File: src/rtl/lpt_pkg.sv
`timescale 1ns / 1ps

package lpt_pkg;

    localparam int ENTRIES_DEF        = 32;
    localparam int PAGE_SIZE_LOG2_DEF = 12;

    localparam logic [5:0] MAX_UNPINNED_RESET = 6'd16;

    // request kinds
    localparam logic [2:0] KIND_GET      = 3'd0;
    localparam logic [2:0] KIND_RELEASE  = 3'd1;
    localparam logic [2:0] KIND_DIRTY    = 3'd2;
    localparam logic [2:0] KIND_FLUSH    = 3'd3;
    localparam logic [2:0] KIND_TRUNCATE = 3'd4;

    // result events
    localparam logic [1:0] EV_REPLY   = 2'd0;
    localparam logic [1:0] EV_EVICT   = 2'd1;
    localparam logic [1:0] EV_WRITE   = 2'd2;
    localparam logic [1:0] EV_DROPPED = 2'd3;

    // reply status
    localparam logic [1:0] ST_OK        = 2'd0;
    localparam logic [1:0] ST_FULL      = 2'd1;
    localparam logic [1:0] ST_NOT_FOUND = 2'd2;

    // operations on the entry flags
    typedef enum logic [2:0] {
        OP_NONE,
        OP_PIN_NEW,
        OP_PIN_HIT,
        OP_UNPIN,
        OP_SET_DIRTY,
        OP_CLR_DIRTY,
        OP_DROP
    } t_op;

endpackage

File: src/rtl/lpt_page_mem.sv
`timescale 1ns / 1ps

module lpt_page_mem #(
    parameter int DEPTH = lpt_pkg::ENTRIES_DEF,
    parameter int AW    = $clog2(DEPTH)
) (
    input  logic          i_clk,
    input  logic          i_we,
    input  logic [AW-1:0] i_waddr,
    input  logic [31:0]   i_wdata,
    input  logic [AW-1:0] i_raddr,
    output logic [31:0]   o_rdata
);

    logic [31:0] r_mem [DEPTH];
    logic [31:0] r_rdata;

    always_ff @(posedge i_clk) begin
        if (i_we) begin
            r_mem[i_waddr] <= i_wdata;
        end
        r_rdata <= r_mem[i_raddr];
    end

    assign o_rdata = r_rdata;

endmodule

File: src/rtl/lpt_entry_flags.sv
`timescale 1ns / 1ps

module lpt_entry_flags #(
    parameter int ENTRIES = lpt_pkg::ENTRIES_DEF,
    parameter int SW      = $clog2(ENTRIES),
    parameter int CW      = $clog2(ENTRIES + 1)
) (
    input  logic              i_clk,
    input  logic              i_rst_n,
    input  lpt_pkg::t_op      i_op,
    input  logic [SW-1:0]     i_slot,
    output logic [ENTRIES-1:0] o_valid,
    output logic [ENTRIES-1:0] o_dirty,
    output logic              o_free_any,
    output logic [SW-1:0]     o_free_slot,
    output logic              o_victim_any,
    output logic [SW-1:0]     o_victim_slot,
    output logic [CW-1:0]     o_unpinned
);

    logic [ENTRIES-1:0] r_valid, r_pinned, r_dirty;
    logic [ENTRIES-1:0] n_valid, n_pinned, n_dirty;
    logic [SW-1:0]      r_rank [ENTRIES];
    logic [SW-1:0]      n_rank [ENTRIES];
    logic [CW-1:0]      r_cnt, n_cnt;
    logic               unlink;

    always_comb begin
        n_valid  = r_valid;
        n_pinned = r_pinned;
        n_dirty  = r_dirty;
        n_rank   = r_rank;
        n_cnt    = r_cnt;
        unlink   = 1'b0;
        case (i_op)
            lpt_pkg::OP_PIN_NEW: begin
                n_valid[i_slot]  = 1'b1;
                n_pinned[i_slot] = 1'b1;
                n_dirty[i_slot]  = 1'b0;
                n_rank[i_slot]   = '0;
            end
            lpt_pkg::OP_PIN_HIT: begin
                unlink           = !r_pinned[i_slot];
                n_pinned[i_slot] = 1'b1;
            end
            lpt_pkg::OP_UNPIN: begin
                if (r_pinned[i_slot]) begin
                    n_pinned[i_slot] = 1'b0;
                    n_rank[i_slot]   = r_cnt[SW-1:0];
                    n_cnt            = r_cnt + 1'b1;
                end
            end
            lpt_pkg::OP_SET_DIRTY: n_dirty[i_slot] = 1'b1;
            lpt_pkg::OP_CLR_DIRTY: n_dirty[i_slot] = 1'b0;
            lpt_pkg::OP_DROP: begin
                unlink           = !r_pinned[i_slot];
                n_valid[i_slot]  = 1'b0;
                n_pinned[i_slot] = 1'b0;
                n_dirty[i_slot]  = 1'b0;
            end
            default: ;
        endcase
        // close the gap left in the LRU order
        if (unlink) begin
            for (int i = 0; i < ENTRIES; i++) begin
                if (r_valid[i] && !r_pinned[i] && (i != int'(i_slot))
                    && (r_rank[i] > r_rank[i_slot])) begin
                    n_rank[i] = r_rank[i] - 1'b1;
                end
            end
            if (r_cnt != '0) begin
                n_cnt = r_cnt - 1'b1;
            end
        end
        if (unlink || (i_op == lpt_pkg::OP_DROP)) begin
            n_rank[i_slot] = '0;
        end
    end

    always_ff @(posedge i_clk) begin
        if (!i_rst_n) begin
            r_valid  <= '0;
            r_pinned <= '0;
            r_dirty  <= '0;
            r_cnt    <= '0;
            for (int i = 0; i < ENTRIES; i++) begin
                r_rank[i] <= '0;
            end
        end else begin
            r_valid  <= n_valid;
            r_pinned <= n_pinned;
            r_dirty  <= n_dirty;
            r_cnt    <= n_cnt;
            r_rank   <= n_rank;
        end
    end

    // lowest free slot and oldest unpinned entry
    always_comb begin
        o_free_any    = 1'b0;
        o_free_slot   = '0;
        o_victim_any  = 1'b0;
        o_victim_slot = '0;
        for (int i = ENTRIES - 1; i >= 0; i--) begin
            if (!r_valid[i]) begin
                o_free_any  = 1'b1;
                o_free_slot = SW'(i);
            end
            if (r_valid[i] && !r_pinned[i] && (r_rank[i] == '0)) begin
                o_victim_any  = 1'b1;
                o_victim_slot = SW'(i);
            end
        end
    end

    assign o_valid    = r_valid;
    assign o_dirty    = r_dirty;
    assign o_unpinned = r_cnt;

    a_cnt_matches: assert property (@(posedge i_clk) disable iff (!i_rst_n)
        $countones(r_valid & ~r_pinned) == int'(r_cnt))
        else $error("unpinned count out of step with flags");

endmodule

File: src/rtl/pinned_lru_page_table.sv
`timescale 1ns / 1ps
// Get, release and mark dirty scan the page memory before the reply; release then checks the
//   limit and evicts the oldest unpinned pages while over it. Flush scans once per dirty page
//   plus one final scan; truncate reads and compares each slot in turn. Throughput: one request at
//   a time. The scan reads one slot per cycle through the page memory's one read port.
// Reset (i_rst_n low, synchronous): table empty, all flags clear, max_unpinned = 16.

module pinned_lru_page_table #(
    parameter int ENTRIES        = lpt_pkg::ENTRIES_DEF,
    parameter int PAGE_SIZE_LOG2 = lpt_pkg::PAGE_SIZE_LOG2_DEF
) (
    input  logic        i_clk,
    input  logic        i_rst_n,
    input  logic        i_cfg_we,
    input  logic [5:0]  i_cfg_wdata,      // max_unpinned
    input  logic        i_s_axis_tvalid,
    output logic        o_s_axis_tready,
    input  logic [71:0] i_s_axis_tdata,   // [31:0] page_number, [71:32] file_size
    input  logic [2:0]  i_s_axis_tuser,   // [2:0] kind
    output logic        o_m_axis_tvalid,
    input  logic        i_m_axis_tready,
    output logic [39:0] o_m_axis_tdata,   // [1:0] status, [2] hit, [7:3] slot, [39:8] page_out
    output logic [1:0]  o_m_axis_tuser,   // [1:0] event_res
    output logic        o_m_axis_tlast    // last
);

    localparam int SW = $clog2(ENTRIES);
    localparam int CW = $clog2(ENTRIES + 1);
    localparam logic [SW-1:0] LAST_SLOT = SW'(ENTRIES - 1);
    localparam logic [CW-1:0] N_ENTRIES = CW'(ENTRIES);
    localparam logic [40:0]   PAGE_MASK = (41'd1 << PAGE_SIZE_LOG2) - 41'd1;

    typedef enum logic [3:0] {
        S_IDLE,
        S_SCAN,
        S_ACT,
        S_EVICT_CHK,
        S_EVICT_OUT,
        S_FLUSH_OUT,
        S_TRUNC_RD,
        S_TRUNC_CMP,
        S_REPLY
    } t_state;

    t_state        r_state, n_state;
    logic [2:0]    r_kind, n_kind;
    logic [31:0]   r_key, n_key;
    logic [40:0]   r_limit, n_limit;
    logic [CW-1:0] r_idx, n_idx;
    logic          r_cmp_vld, n_cmp_vld;
    logic [SW-1:0] r_cmp_idx, n_cmp_idx;
    logic          r_found, n_found;
    logic [SW-1:0] r_fslot, n_fslot;
    logic [31:0]   r_min, n_min;
    logic [SW-1:0] r_vslot, n_vslot;
    logic [1:0]    r_status, n_status;
    logic          r_hit, n_hit;
    logic [SW-1:0] r_slot, n_slot;
    logic [5:0]    r_max_unpinned;

    // output register
    logic          r_out_valid;
    logic [1:0]    r_out_ev, r_out_st;
    logic          r_out_hit, r_out_last;
    logic [4:0]    r_out_slot;
    logic [31:0]   r_out_page;

    logic          out_free;
    logic          emit;
    logic [1:0]    e_ev, e_st;
    logic          e_hit, e_last;
    logic [SW-1:0] e_slot;
    logic [31:0]   e_page;

    // page memory and flags
    logic          mem_we;
    logic [SW-1:0] mem_waddr, mem_raddr;
    logic [31:0]   mem_rdata;

    lpt_pkg::t_op       op;
    logic [SW-1:0]      op_slot;
    logic [ENTRIES-1:0] f_valid, f_dirty;
    logic               free_any, victim_any;
    logic [SW-1:0]      free_slot, victim_slot;
    logic [CW-1:0]      unpinned;
    logic               accept;
    logic               over_limit;

    lpt_page_mem #(.DEPTH(ENTRIES), .AW(SW)) u_mem (
        .i_clk  (i_clk),
        .i_we   (mem_we),
        .i_waddr(mem_waddr),
        .i_wdata(r_key),
        .i_raddr(mem_raddr),
        .o_rdata(mem_rdata)
    );

    lpt_entry_flags #(.ENTRIES(ENTRIES), .SW(SW), .CW(CW)) u_flags (
        .i_clk        (i_clk),
        .i_rst_n      (i_rst_n),
        .i_op         (op),
        .i_slot       (op_slot),
        .o_valid      (f_valid),
        .o_dirty      (f_dirty),
        .o_free_any   (free_any),
        .o_free_slot  (free_slot),
        .o_victim_any (victim_any),
        .o_victim_slot(victim_slot),
        .o_unpinned   (unpinned)
    );

    assign o_s_axis_tready = (r_state == S_IDLE);
    assign accept          = i_s_axis_tvalid && o_s_axis_tready;
    assign out_free        = !r_out_valid || i_m_axis_tready;
    assign over_limit      = 7'(unpinned) > 7'(r_max_unpinned);

    always_comb begin
        n_state   = r_state;
        n_kind    = r_kind;
        n_key     = r_key;
        n_limit   = r_limit;
        n_idx     = r_idx;
        n_cmp_vld = 1'b0;
        n_cmp_idx = r_cmp_idx;
        n_found   = r_found;
        n_fslot   = r_fslot;
        n_min     = r_min;
        n_vslot   = r_vslot;
        n_status  = r_status;
        n_hit     = r_hit;
        n_slot    = r_slot;
        emit      = 1'b0;
        e_ev      = lpt_pkg::EV_REPLY;
        e_st      = lpt_pkg::ST_OK;
        e_hit     = 1'b0;
        e_last    = 1'b0;
        e_slot    = '0;
        e_page    = '0;
        mem_we    = 1'b0;
        mem_waddr = free_slot;
        mem_raddr = r_idx[SW-1:0];
        op        = lpt_pkg::OP_NONE;
        op_slot   = r_fslot;

        unique case (r_state)
            S_IDLE: begin
                if (accept) begin
                    n_kind   = i_s_axis_tuser;
                    n_key    = i_s_axis_tdata[31:0];
                    n_limit  = ({1'b0, i_s_axis_tdata[71:32]} + PAGE_MASK) >> PAGE_SIZE_LOG2;
                    n_idx    = '0;
                    n_found  = 1'b0;
                    n_status = lpt_pkg::ST_OK;
                    n_hit    = 1'b0;
                    n_slot   = '0;
                    case (i_s_axis_tuser) inside
                        lpt_pkg::KIND_GET, lpt_pkg::KIND_RELEASE,
                        lpt_pkg::KIND_DIRTY, lpt_pkg::KIND_FLUSH: n_state = S_SCAN;
                        lpt_pkg::KIND_TRUNCATE:                   n_state = S_TRUNC_RD;
                        default:                                  n_state = S_REPLY;
                    endcase
                end
            end
            S_SCAN: begin
                // issue one read a cycle, compare the data returned from the previous one
                if (r_idx < N_ENTRIES) begin
                    n_idx     = r_idx + 1'b1;
                    n_cmp_vld = 1'b1;
                    n_cmp_idx = r_idx[SW-1:0];
                end
                if (r_cmp_vld) begin
                    if (r_kind == lpt_pkg::KIND_FLUSH) begin
                        if (f_valid[r_cmp_idx] && f_dirty[r_cmp_idx]
                            && (!r_found || (mem_rdata < r_min))) begin
                            n_found = 1'b1;
                            n_fslot = r_cmp_idx;
                            n_min   = mem_rdata;
                        end
                    end else if (!r_found && f_valid[r_cmp_idx] && (mem_rdata == r_key)) begin
                        n_found = 1'b1;
                        n_fslot = r_cmp_idx;
                    end
                    if (r_cmp_idx == LAST_SLOT) begin
                        n_cmp_vld = 1'b0;
                        n_state   = S_ACT;
                    end
                end
            end
            S_ACT: begin
                n_state = S_REPLY;
                n_slot  = r_fslot;
                case (r_kind)
                    lpt_pkg::KIND_GET: begin
                        if (r_found) begin
                            op    = lpt_pkg::OP_PIN_HIT;
                            n_hit = 1'b1;
                        end else if (free_any) begin
                            mem_we  = 1'b1;
                            op      = lpt_pkg::OP_PIN_NEW;
                            op_slot = free_slot;
                            n_slot  = free_slot;
                        end else begin
                            n_status = lpt_pkg::ST_FULL;
                            n_slot   = '0;
                        end
                    end
                    lpt_pkg::KIND_RELEASE: begin
                        if (r_found) begin
                            op      = lpt_pkg::OP_UNPIN;
                            n_state = S_EVICT_CHK;
                        end else begin
                            n_status = lpt_pkg::ST_NOT_FOUND;
                            n_slot   = '0;
                        end
                    end
                    lpt_pkg::KIND_DIRTY: begin
                        if (r_found) begin
                            op = lpt_pkg::OP_SET_DIRTY;
                        end else begin
                            n_status = lpt_pkg::ST_NOT_FOUND;
                            n_slot   = '0;
                        end
                    end
                    default: begin
                        // flush: write out the smallest dirty page, or finish
                        n_slot = '0;
                        if (r_found) begin
                            n_state = S_FLUSH_OUT;
                        end
                    end
                endcase
            end
            S_EVICT_CHK: begin
                mem_raddr = victim_slot;
                if (over_limit && victim_any) begin
                    n_vslot = victim_slot;
                    n_state = S_EVICT_OUT;
                end else begin
                    n_state = S_REPLY;
                end
            end
            S_EVICT_OUT: begin
                mem_raddr = r_vslot;
                if (out_free) begin
                    emit    = 1'b1;
                    e_ev    = lpt_pkg::EV_EVICT;
                    e_slot  = r_vslot;
                    e_page  = mem_rdata;
                    op      = lpt_pkg::OP_DROP;
                    op_slot = r_vslot;
                    n_state = S_EVICT_CHK;
                end
            end
            S_FLUSH_OUT: begin
                if (out_free) begin
                    emit    = 1'b1;
                    e_ev    = lpt_pkg::EV_WRITE;
                    e_slot  = r_fslot;
                    e_page  = r_min;
                    op      = lpt_pkg::OP_CLR_DIRTY;
                    n_idx   = '0;
                    n_found = 1'b0;
                    n_state = S_SCAN;
                end
            end
            S_TRUNC_RD: begin
                n_state = S_TRUNC_CMP;
            end
            S_TRUNC_CMP: begin
                if (f_valid[r_idx[SW-1:0]] && (41'(mem_rdata) > r_limit)) begin
                    if (out_free) begin
                        emit    = 1'b1;
                        e_ev    = lpt_pkg::EV_DROPPED;
                        e_slot  = r_idx[SW-1:0];
                        e_page  = mem_rdata;
                        op      = lpt_pkg::OP_DROP;
                        op_slot = r_idx[SW-1:0];
                        n_state = S_TRUNC_RD;
                    end
                end else begin
                    n_state = S_TRUNC_RD;
                end
                if (n_state == S_TRUNC_RD) begin
                    n_idx = r_idx + 1'b1;
                    if (r_idx[SW-1:0] == LAST_SLOT) begin
                        n_state = S_REPLY;
                    end
                end
            end
            S_REPLY: begin
                if (out_free) begin
                    emit    = 1'b1;
                    e_st    = r_status;
                    e_hit   = r_hit;
                    e_slot  = r_slot;
                    e_last  = 1'b1;
                    n_state = S_IDLE;
                end
            end
            default: n_state = S_IDLE;
        endcase
    end

    always_ff @(posedge i_clk) begin
        if (!i_rst_n) begin
            r_state        <= S_IDLE;
            r_cmp_vld      <= 1'b0;
            r_out_valid    <= 1'b0;
            r_max_unpinned <= lpt_pkg::MAX_UNPINNED_RESET;
        end else begin
            r_state   <= n_state;
            r_cmp_vld <= n_cmp_vld;
            if (i_cfg_we) begin
                r_max_unpinned <= i_cfg_wdata;
            end
            if (emit) begin
                r_out_valid <= 1'b1;
            end else if (i_m_axis_tready) begin
                r_out_valid <= 1'b0;
            end
        end
    end

    // payload: no reset
    always_ff @(posedge i_clk) begin
        r_kind    <= n_kind;
        r_key     <= n_key;
        r_limit   <= n_limit;
        r_idx     <= n_idx;
        r_cmp_idx <= n_cmp_idx;
        r_found   <= n_found;
        r_fslot   <= n_fslot;
        r_min     <= n_min;
        r_vslot   <= n_vslot;
        r_status  <= n_status;
        r_hit     <= n_hit;
        r_slot    <= n_slot;
        if (emit) begin
            r_out_ev   <= e_ev;
            r_out_st   <= e_st;
            r_out_hit  <= e_hit;
            r_out_last <= e_last;
            r_out_slot <= 5'(e_slot);
            r_out_page <= e_page;
        end
    end

    assign o_m_axis_tvalid = r_out_valid;
    assign o_m_axis_tdata  = {r_out_page, r_out_slot, r_out_hit, r_out_st};
    assign o_m_axis_tuser  = r_out_ev;
    assign o_m_axis_tlast  = r_out_last;

    a_emit_when_free: assert property (@(posedge i_clk) disable iff (!i_rst_n)
        emit |-> out_free)
        else $error("result register overwritten");

    a_reply_is_last: assert property (@(posedge i_clk) disable iff (!i_rst_n)
        (o_m_axis_tvalid && o_m_axis_tlast) |-> (o_m_axis_tuser == lpt_pkg::EV_REPLY))
        else $error("last set on an event result");

    a_write_on_get_only: assert property (@(posedge i_clk) disable iff (!i_rst_n)
        mem_we |-> ((r_state == S_ACT) && (r_kind == lpt_pkg::KIND_GET) && !r_found))
        else $error("page memory written outside a get miss");

endmodule
File: config.mk
export PLATFORM = sky130hd
export DESIGN_NAME = pinned_lru_page_table
export DESIGN_NICKNAME = d
export VERILOG_FILES = /design/src/rtl/lpt_pkg.sv /design/src/rtl/lpt_page_mem.sv /design/src/rtl/lpt_entry_flags.sv /design/src/rtl/pinned_lru_page_table.sv
export SDC_FILE = /design/constraint.sdc
export NUM_CORES = 2
export LEC_CHECK = 0
export ABC_AREA = 1
export BUFFER_PORTS_ARGS = -buffer_cell sky130_fd_sc_hd__buf_2
export CORE_MARGIN = 3
export CORE_UTILIZATION = 45
export DETAILED_ROUTE_END_ITERATION = 12
export SETUP_SLACK_MARGIN = 0.2
export SYNTH_ARGS = -nofsm -noshare
export SYNTH_HDL_FRONTEND = slang
export SYNTH_SLANG_ARGS = --single-unit
export TNS_END_PERCENT = 30
File: constraint.sdc
create_clock -name i_clk -period 8.7 [get_ports i_clk]
set_input_delay 0 -clock i_clk [delete_from_list [all_inputs] [get_ports i_clk]]
set_output_delay 0 -clock i_clk [all_outputs]
set_load 0.02 [all_outputs]
* Yosys cells after proc, flatten, opt, wreduce, memory -nomap -nowiden
Memory sizes are Yosys's and may differ from the RTL's. A register that Yosys moved wholly into a read port is not among the register bits. Cells that the tools add are included.
Storage, ports and cells: output and inout bits 45, input port bits 86, logic and storage cells 746, RAM bits 1024, register bits 443, memories kept 1
Cells by class: add/sub/neg operators 36, bitwise logic cells 11, reductions and logical operators 241, eq/ne operators 74, multiplexer cells 283, order comparisons 42
Memory list:
- u_mem.r_mem | depth 32, width 32, read ports 1, clocked after memory_dff 1, write ports 1, line lpt_page_mem.sv:15 | logic [31:0] r_mem [DEPTH];
Operators with widths (number):
- 5-bit 2-to-1 mux | 117
- 160-bit 2-to-1 mux | 3
- 160-bit bitwise AND | 2
- 160-bit case mux with 2 select lines | 1
- 32-bit case mux with 3 select lines | 2
- 160-bit bitwise mux | 1
- 5-bit > comparator | 32
- 5-bit zero test | 32
- 160-bit inverter | 1
- 5-bit by 1-bit subtractor with 5-bit output (second input constant) | 32
- 1-bit logical AND | 137
- 32-bit 2-to-1 mux | 4
- 32-bit case mux with 2 select lines | 2
- 32-bit bitwise AND | 3
- 32-bit bitwise OR | 3
- 1-bit 2-to-1 mux | 93
- 5-bit != test (first input constant) | 16
- 4-bit 2-to-1 mux | 16
- 6-bit 2-to-1 mux | 8
- 40-bit by 12-bit adder with 41-bit output (second input constant) | 1
- 4-bit by 5-bit != test with 1-bit output (first input constant) | 8
- 4-bit case mux with 9 select lines | 1
- 1-bit zero test | 35
- 32-bit == test | 1
- 58 further kinds | 136

* Logic depth before layout (Yosys ltp)
depth after elaboration 48, gate-level depth with buffers 58, depth with buffers taken out 55

* Hierarchy
From an unflattened synthesis, not the netlist that was laid out.
Second synthesis, totals: cells, all modules 8048, area total of the unflattened synthesis 75538.7 um^2
By module, submodules not included:
- lpt_page_mem | seq. area each 31390.1 um^2, instances 1, cells each 3536, area an instance 42405.7 um^2
- lpt_entry_flags | seq. area each 5245.0 um^2, instances 1, cells each 3358, area an instance 22470.3 um^2
- pinned_lru_page_table | seq. area each 5315.1 um^2, instances 1, cells each 1154, area an instance 10662.7 um^2

* Least setup slack after synthesis
No wires, ideal clock.
path type register to register, from register r_limit[27], to register u_flags.r_rank[146] in the netlist's numbering, path buffers 3, path slack 1.349 ns, clock period less this slack 7.351 ns, data arrival time 7.281 ns, cell stages (with the launch flop) 35, cell sequence edfxtp_1 > inv_1 > ha_1 > nand2_1 > nor3_2 > nand3_1 > nor4b_1 > nand2_1 > o2111ai_1 > nand2_1 > nor2_2 > inv_2 > nor2_4 > a21oi_1 > a22oi_4 > inv_1 > buf_2 > nand2_2 > buf_2 > clkbuf_1 > o22ai_1 > a221oi_1 > o211ai_1 > o21ai_0 > ha_1 > inv_1 > nor2_1 > o211ai_1 > nand2_1 > a21oi_1 > nor4_1 > inv_1 > nor2_1 > inv_1 > a21oi_1
Between the ends: cells in the longest elaborated chain, start to end 16
Ends and longest elaborated chain:
- start, declared | line pinned_lru_page_table.sv:48 | logic [40:0] r_limit, n_limit;
- start signal, assigned | line pinned_lru_page_table.sv:328 | r_limit <= n_limit;
- 32-bit by 29-bit > comparator with 1-bit output (*) | line pinned_lru_page_table.sv:270 | if (f_valid[r_idx[SW-1:0]] && (41'(mem_rdata) > r_limit)) begin
- 1-bit logical AND (*) | line pinned_lru_page_table.sv:270
- 5-bit 2-to-1 mux | line pinned_lru_page_table.sv:270
- 5-bit case mux with 3 select lines | line pinned_lru_page_table.sv:145 | unique case (r_state)
- 5-bit inverter with 6-bit output (implied by the code)
- 6-bit >= comparator (implied by the code) / 6-bit by 1-bit less-than comparator with 1-bit output (equally long branches) | line lpt_entry_flags.sv:40, lpt_entry_flags.sv:49, lpt_entry_flags.sv:76
- 1-bit logical AND (implied by the code) | line lpt_entry_flags.sv:40, lpt_entry_flags.sv:49, lpt_entry_flags.sv:76
- 5-bit 2-to-1 mux (implied by the code) | line lpt_entry_flags.sv:40, lpt_entry_flags.sv:49, lpt_entry_flags.sv:76
- 5-bit demux with 5-bit select | line lpt_entry_flags.sv:40, lpt_entry_flags.sv:49, lpt_entry_flags.sv:76
- 160-bit bitwise mux / 160-bit inverter (equally long branches)
- 160-bit 2-to-1 mux / 160-bit bitwise AND (equally long branches)
- 160-bit case mux with 2 select lines | line lpt_entry_flags.sv:35 | case (i_op)
- 5-bit 2-to-1 mux | line lpt_entry_flags.sv:66 | if (r_valid[i] && !r_pinned[i] && (i != int'(i_slot))
- 160-bit 2-to-1 mux | line lpt_entry_flags.sv:64 | if (unlink) begin
- 160-bit bitwise AND (no line)
- 160-bit 2-to-1 mux (*) | line lpt_entry_flags.sv:75 | if (unlink || (i_op == lpt_pkg::OP_DROP)) begin
- end signal, assigned | line lpt_entry_flags.sv:94 | r_rank <= n_rank;
- end, declared | line lpt_entry_flags.sv:23 | logic [SW-1:0] r_rank [ENTRIES];
Every way passes the cells marked *; elsewhere a longest branch is shown, timed or not. The select of a mux whose other input is x is not followed. A chain may end at the register's enable or synchronous reset.

* Final worst setup path
from register r_limit[27], to register u_flags.r_rank[148] in the netlist's numbering
Same word-level chain as after synthesis.

==> results.md <==
* Status: finished, final reports clean
* Footprint of the multi-input gates at 0.0301 sq mm
* Area Growth Syn to Fin at 13.8%
* PnR Total Power at about 26 mW
* Fin Setup TNS at 0 ns
* Unique masters post-synth at 65
* Leakage power at 32.3 nW
* Worst-path fanout max at 33
* First-pass GRT wire length at 405000 um
* Clock Root Buffer: clkbuf_16
* Core ar. at 0.166 sq mm
* Crit path capture type: flop
* R2R Path Start: r_limit[27]
* Worst rel slew slack at 0.146
* Grt total ovfl at 0
* Die span in y at between 400 and 500 um
* Initial antenna violation count at 8
* Arr. time, crit path at 8.84 ns
* Hold path depth at 4
* Max stage delay on crit path at a little under 0.8 ns
* Max clock buf depth at 3
* GP Congestion at roughly 0.98
* Fmax at between 100 and 150 MHz
* Register area share after synthesis at 0.553
* CTS Sinks at between 1k and 1.5k
* Async set or reset register ratio after synthesis at 0
* First-pass DRT Iterations at 8
* Routed Wire Length at between 200000 and 300000 um
* Via-to-Cell Ratio at 6.12
* Row count at between 100 and 150
* VDD IR max at around 0.38 mV
* R2r setup slk at around 0.59 ns
* Synth Cell Area at 0.0758 sq mm
* WS Path Type: reg2reg
* I/O pin count at about 130
* Storage cell area at 0.0420 sq mm
* CP most frequent cell: nand2_1
* Die ar. at 0.173 sq mm
* Hpwl dp at 167000 um
* 1st-iter DRT viols at slightly above 8k
* EDFF count, synth at between 1k and 1.5k
* Syn_nets at 8485
* Fill cell count at roughly 15k
* Worst skew pair latency at about 0.84 ns
* Slowest CP cell: nor4_1
* Cells after synthesis at roughly 8.1k
* CP required at 9.43 ns
* Post-route ant nets at 0
* Critical path's top delay family: simple AND/OR/NAND/NOR gates
* Pwr dens at a little under 300 mW/mm^2
* R2r endpoint: u_flags.r_rank[148]
* Worst reg2reg path depth at 30
* Clock-pin transition on the worst setup and hold timing paths at 0.06 ns
* Main synth FF type: edfxtp_1
* Startpoint types: flop
* Minimum clock period at roughly 8 ns
* WP buf/inv at 6
* Synth top area share at 0.473
* Final Cycle Share at 0.932
* Share of layout cells above drive strength 1 at 0.0810
* Avg WL per Cell at 26.0 um
* All-Layer GR Usage at 0.309
* Hold wc startpoint: i_s_axis_tdata[49]
* CP startpoint: r_limit[27]
* Largest net degree at the start of global routing at 209
* Fin Clk Skew at 0.0620 ns
* Vias in the first global route at between 60k and 70k
* Num CTS Buffers at about 160
* Largest area contributor in the netlist: edfxtp_1
* Fin area at between 0.08 and 0.09 sq mm
* Syn avg cell area at between 9 and 10 sq um
* Final net count at roughly 8.6k
* Yosys warning count at 0
* Horiz. Die Dim at roughly 420 um
* Placed Area at between 0.07 and 0.08 sq mm
* Unrepaired setup endpoints after global routing: no
* Synth top area cells: edfxtp_1 (47%), dfxtp_1 (8.1%), nand2_1 (6.7%)
* Seq cells post-synth at approximately 1.5k
* Max cap viols at 0
* Initial Util at 0.456
* Slew @ Worst Pin at between 1 and 1.5 ns
* H-tree depth at 4
* Class of the worst hold path: in2reg
* Worst Hold Path EP: r_limit[5]
* Final setup viols at 0
* TritonCTS clock tree: done
* Final Hold Viols at 0
* Buffers on Ports at between 100 and 150
* Residual DRC at 0
* DR vias at between 60k and 70k
* Final slew viol count at 0
-- through the flow --
stage	std cells	utilization	hold slack (ns)	setup WS [ns]
2_1_floorplan	8136	-	0.0989	1.35
3_3_place_gp	10100	0.476	0.176	0.582
3_5_place_dp	10100	0.476	0.178	0.453
4_1_cts	10600	0.519	0.0861	0.378
5_1_grt	10600	0.519	0.145	0.216
6_report	10600	0.519	0.145	0.589
-- layout by cell type (no fill, tap or decap), types with 24 or more instances in the layout --
master / count
o21ai_0: 703
buf_4: 147
o22ai_1: 103
xnor2_1: 43
clkbuf_16: 168
a31oi_1: 167
clkinv_2: 24
nand2_1: 1342
nor3_1: 58
nand4_1: 202
clkbuf_1: 36
buf_2: 129
a21oi_1: 385
inv_2: 34
dlygate4sd3_1: 159
ha_1: 263
edfxtp_1: 1193
o21a_1: 34
inv_1: 578
clkinv_1: 33
nor2_4: 56
dfxtp_1: 306
o221ai_1: 278
xor2_1: 88
nor2_1: 938
nand3_1: 685
-- worst max-delay path by stage --
stage	slack (ns)	end	cells past startpoint
after global routing	0.22	u_flags.r_rank[148]	30
after global placement	0.58	u_flags.r_rank[149]	33
after detailed placement	0.45	u_flags.r_rank[148]	32
after floorplan	1.35	u_flags.r_rank[146]	34
final	0.59	u_flags.r_rank[148]	30
after CTS	0.38	u_flags.r_rank[148]	32
-- timing repair --
action | in CTS | in global routing
endpoints found under the setup margin | 0 | 135
setup buffers | 0 | 0
gates resized for setup | 0 | 7
hold buffers | 159 | 0
hold endpoints to repair | 235 | 0
-- cells by family (layout without fill, tap and decap cells) --
kind of cell    after synthesis  count (layout)  share of synthesized area
compound gates             1789            1789                      0.142
xor+xnor                    131             131                     0.0151
fa+ha+maj                   263             263                     0.0434
buf+inv                    1094            1375                     0.0557
flops                      1499            1499                      0.553
other cells                   0              10                          0
simple gates               3360            3360                      0.190
-- final cells by class --
class	count	share of cell area
Tap cell	2189	0.0318
Inverter	626	0.0276
Multi-Input combinational cell	5543	0.349
Clock buffer	217	0.0524
Clock inverter	84	0.0114
Antenna cell	10	0.000290
Sequential cell	1499	0.486
Timing Repair Buffer	448	0.0416
-- metal layers --
metal,vias to the layer above,wire length [um],track usage
li1,29300,-,-
met1,31500,107000,0.396
met2,3353,127000,0.496
met3,816,22700,0.0473
met4,6,19000,0.185
met5,-,41,0
-- state kept, by name, indices dropped and copies added (netlist names), 6 cells and up, named ones only --
name,flops
r_out_page,32
u_mem.o_rdata,32
r_idx,6
u_flags.r_rank,160
r_min,32
u_flags.o_unpinned,6
u_mem.r_mem,1024
r_max_unpinned,6
r_key,32
r_limit,29
-- synthesized netlist by cell type, types with 103 or more instances --
library cell	instances
a21oi_1	385
o21ai_0	709
o221ai_1	278
o22ai_1	103
nor2_1	980
clkbuf_1	344
ha_1	263
a31oi_1	168
nand2_1	1347
dfxtp_1	306
nand4_1	202
edfxtp_1	1193
nand3_1	685
inv_1	581
-- worst register-to-register path: cells and delay by family (launching register included) --
| family | cells | cell delay (ns) |
|---|---|---|
| AOI/OAI and AO/OA | 7 | 1.37 |
| buffers and inverters | 6 | 1.37 |
| adders and majority gates | 2 | 0.88 |
| and+or+nand+nor | 15 | 4.05 |
| DFF | 1 | 0.33 |
-- report_power, final --
group          switching [mW]  internal [mW]  total [mW]
logic                    6.89           2.59        9.48
registers               0.417           8.48        8.89
clock network            3.05           4.10        7.15
total                    10.4           15.2        25.5
(Power assumes the default switching activity.)
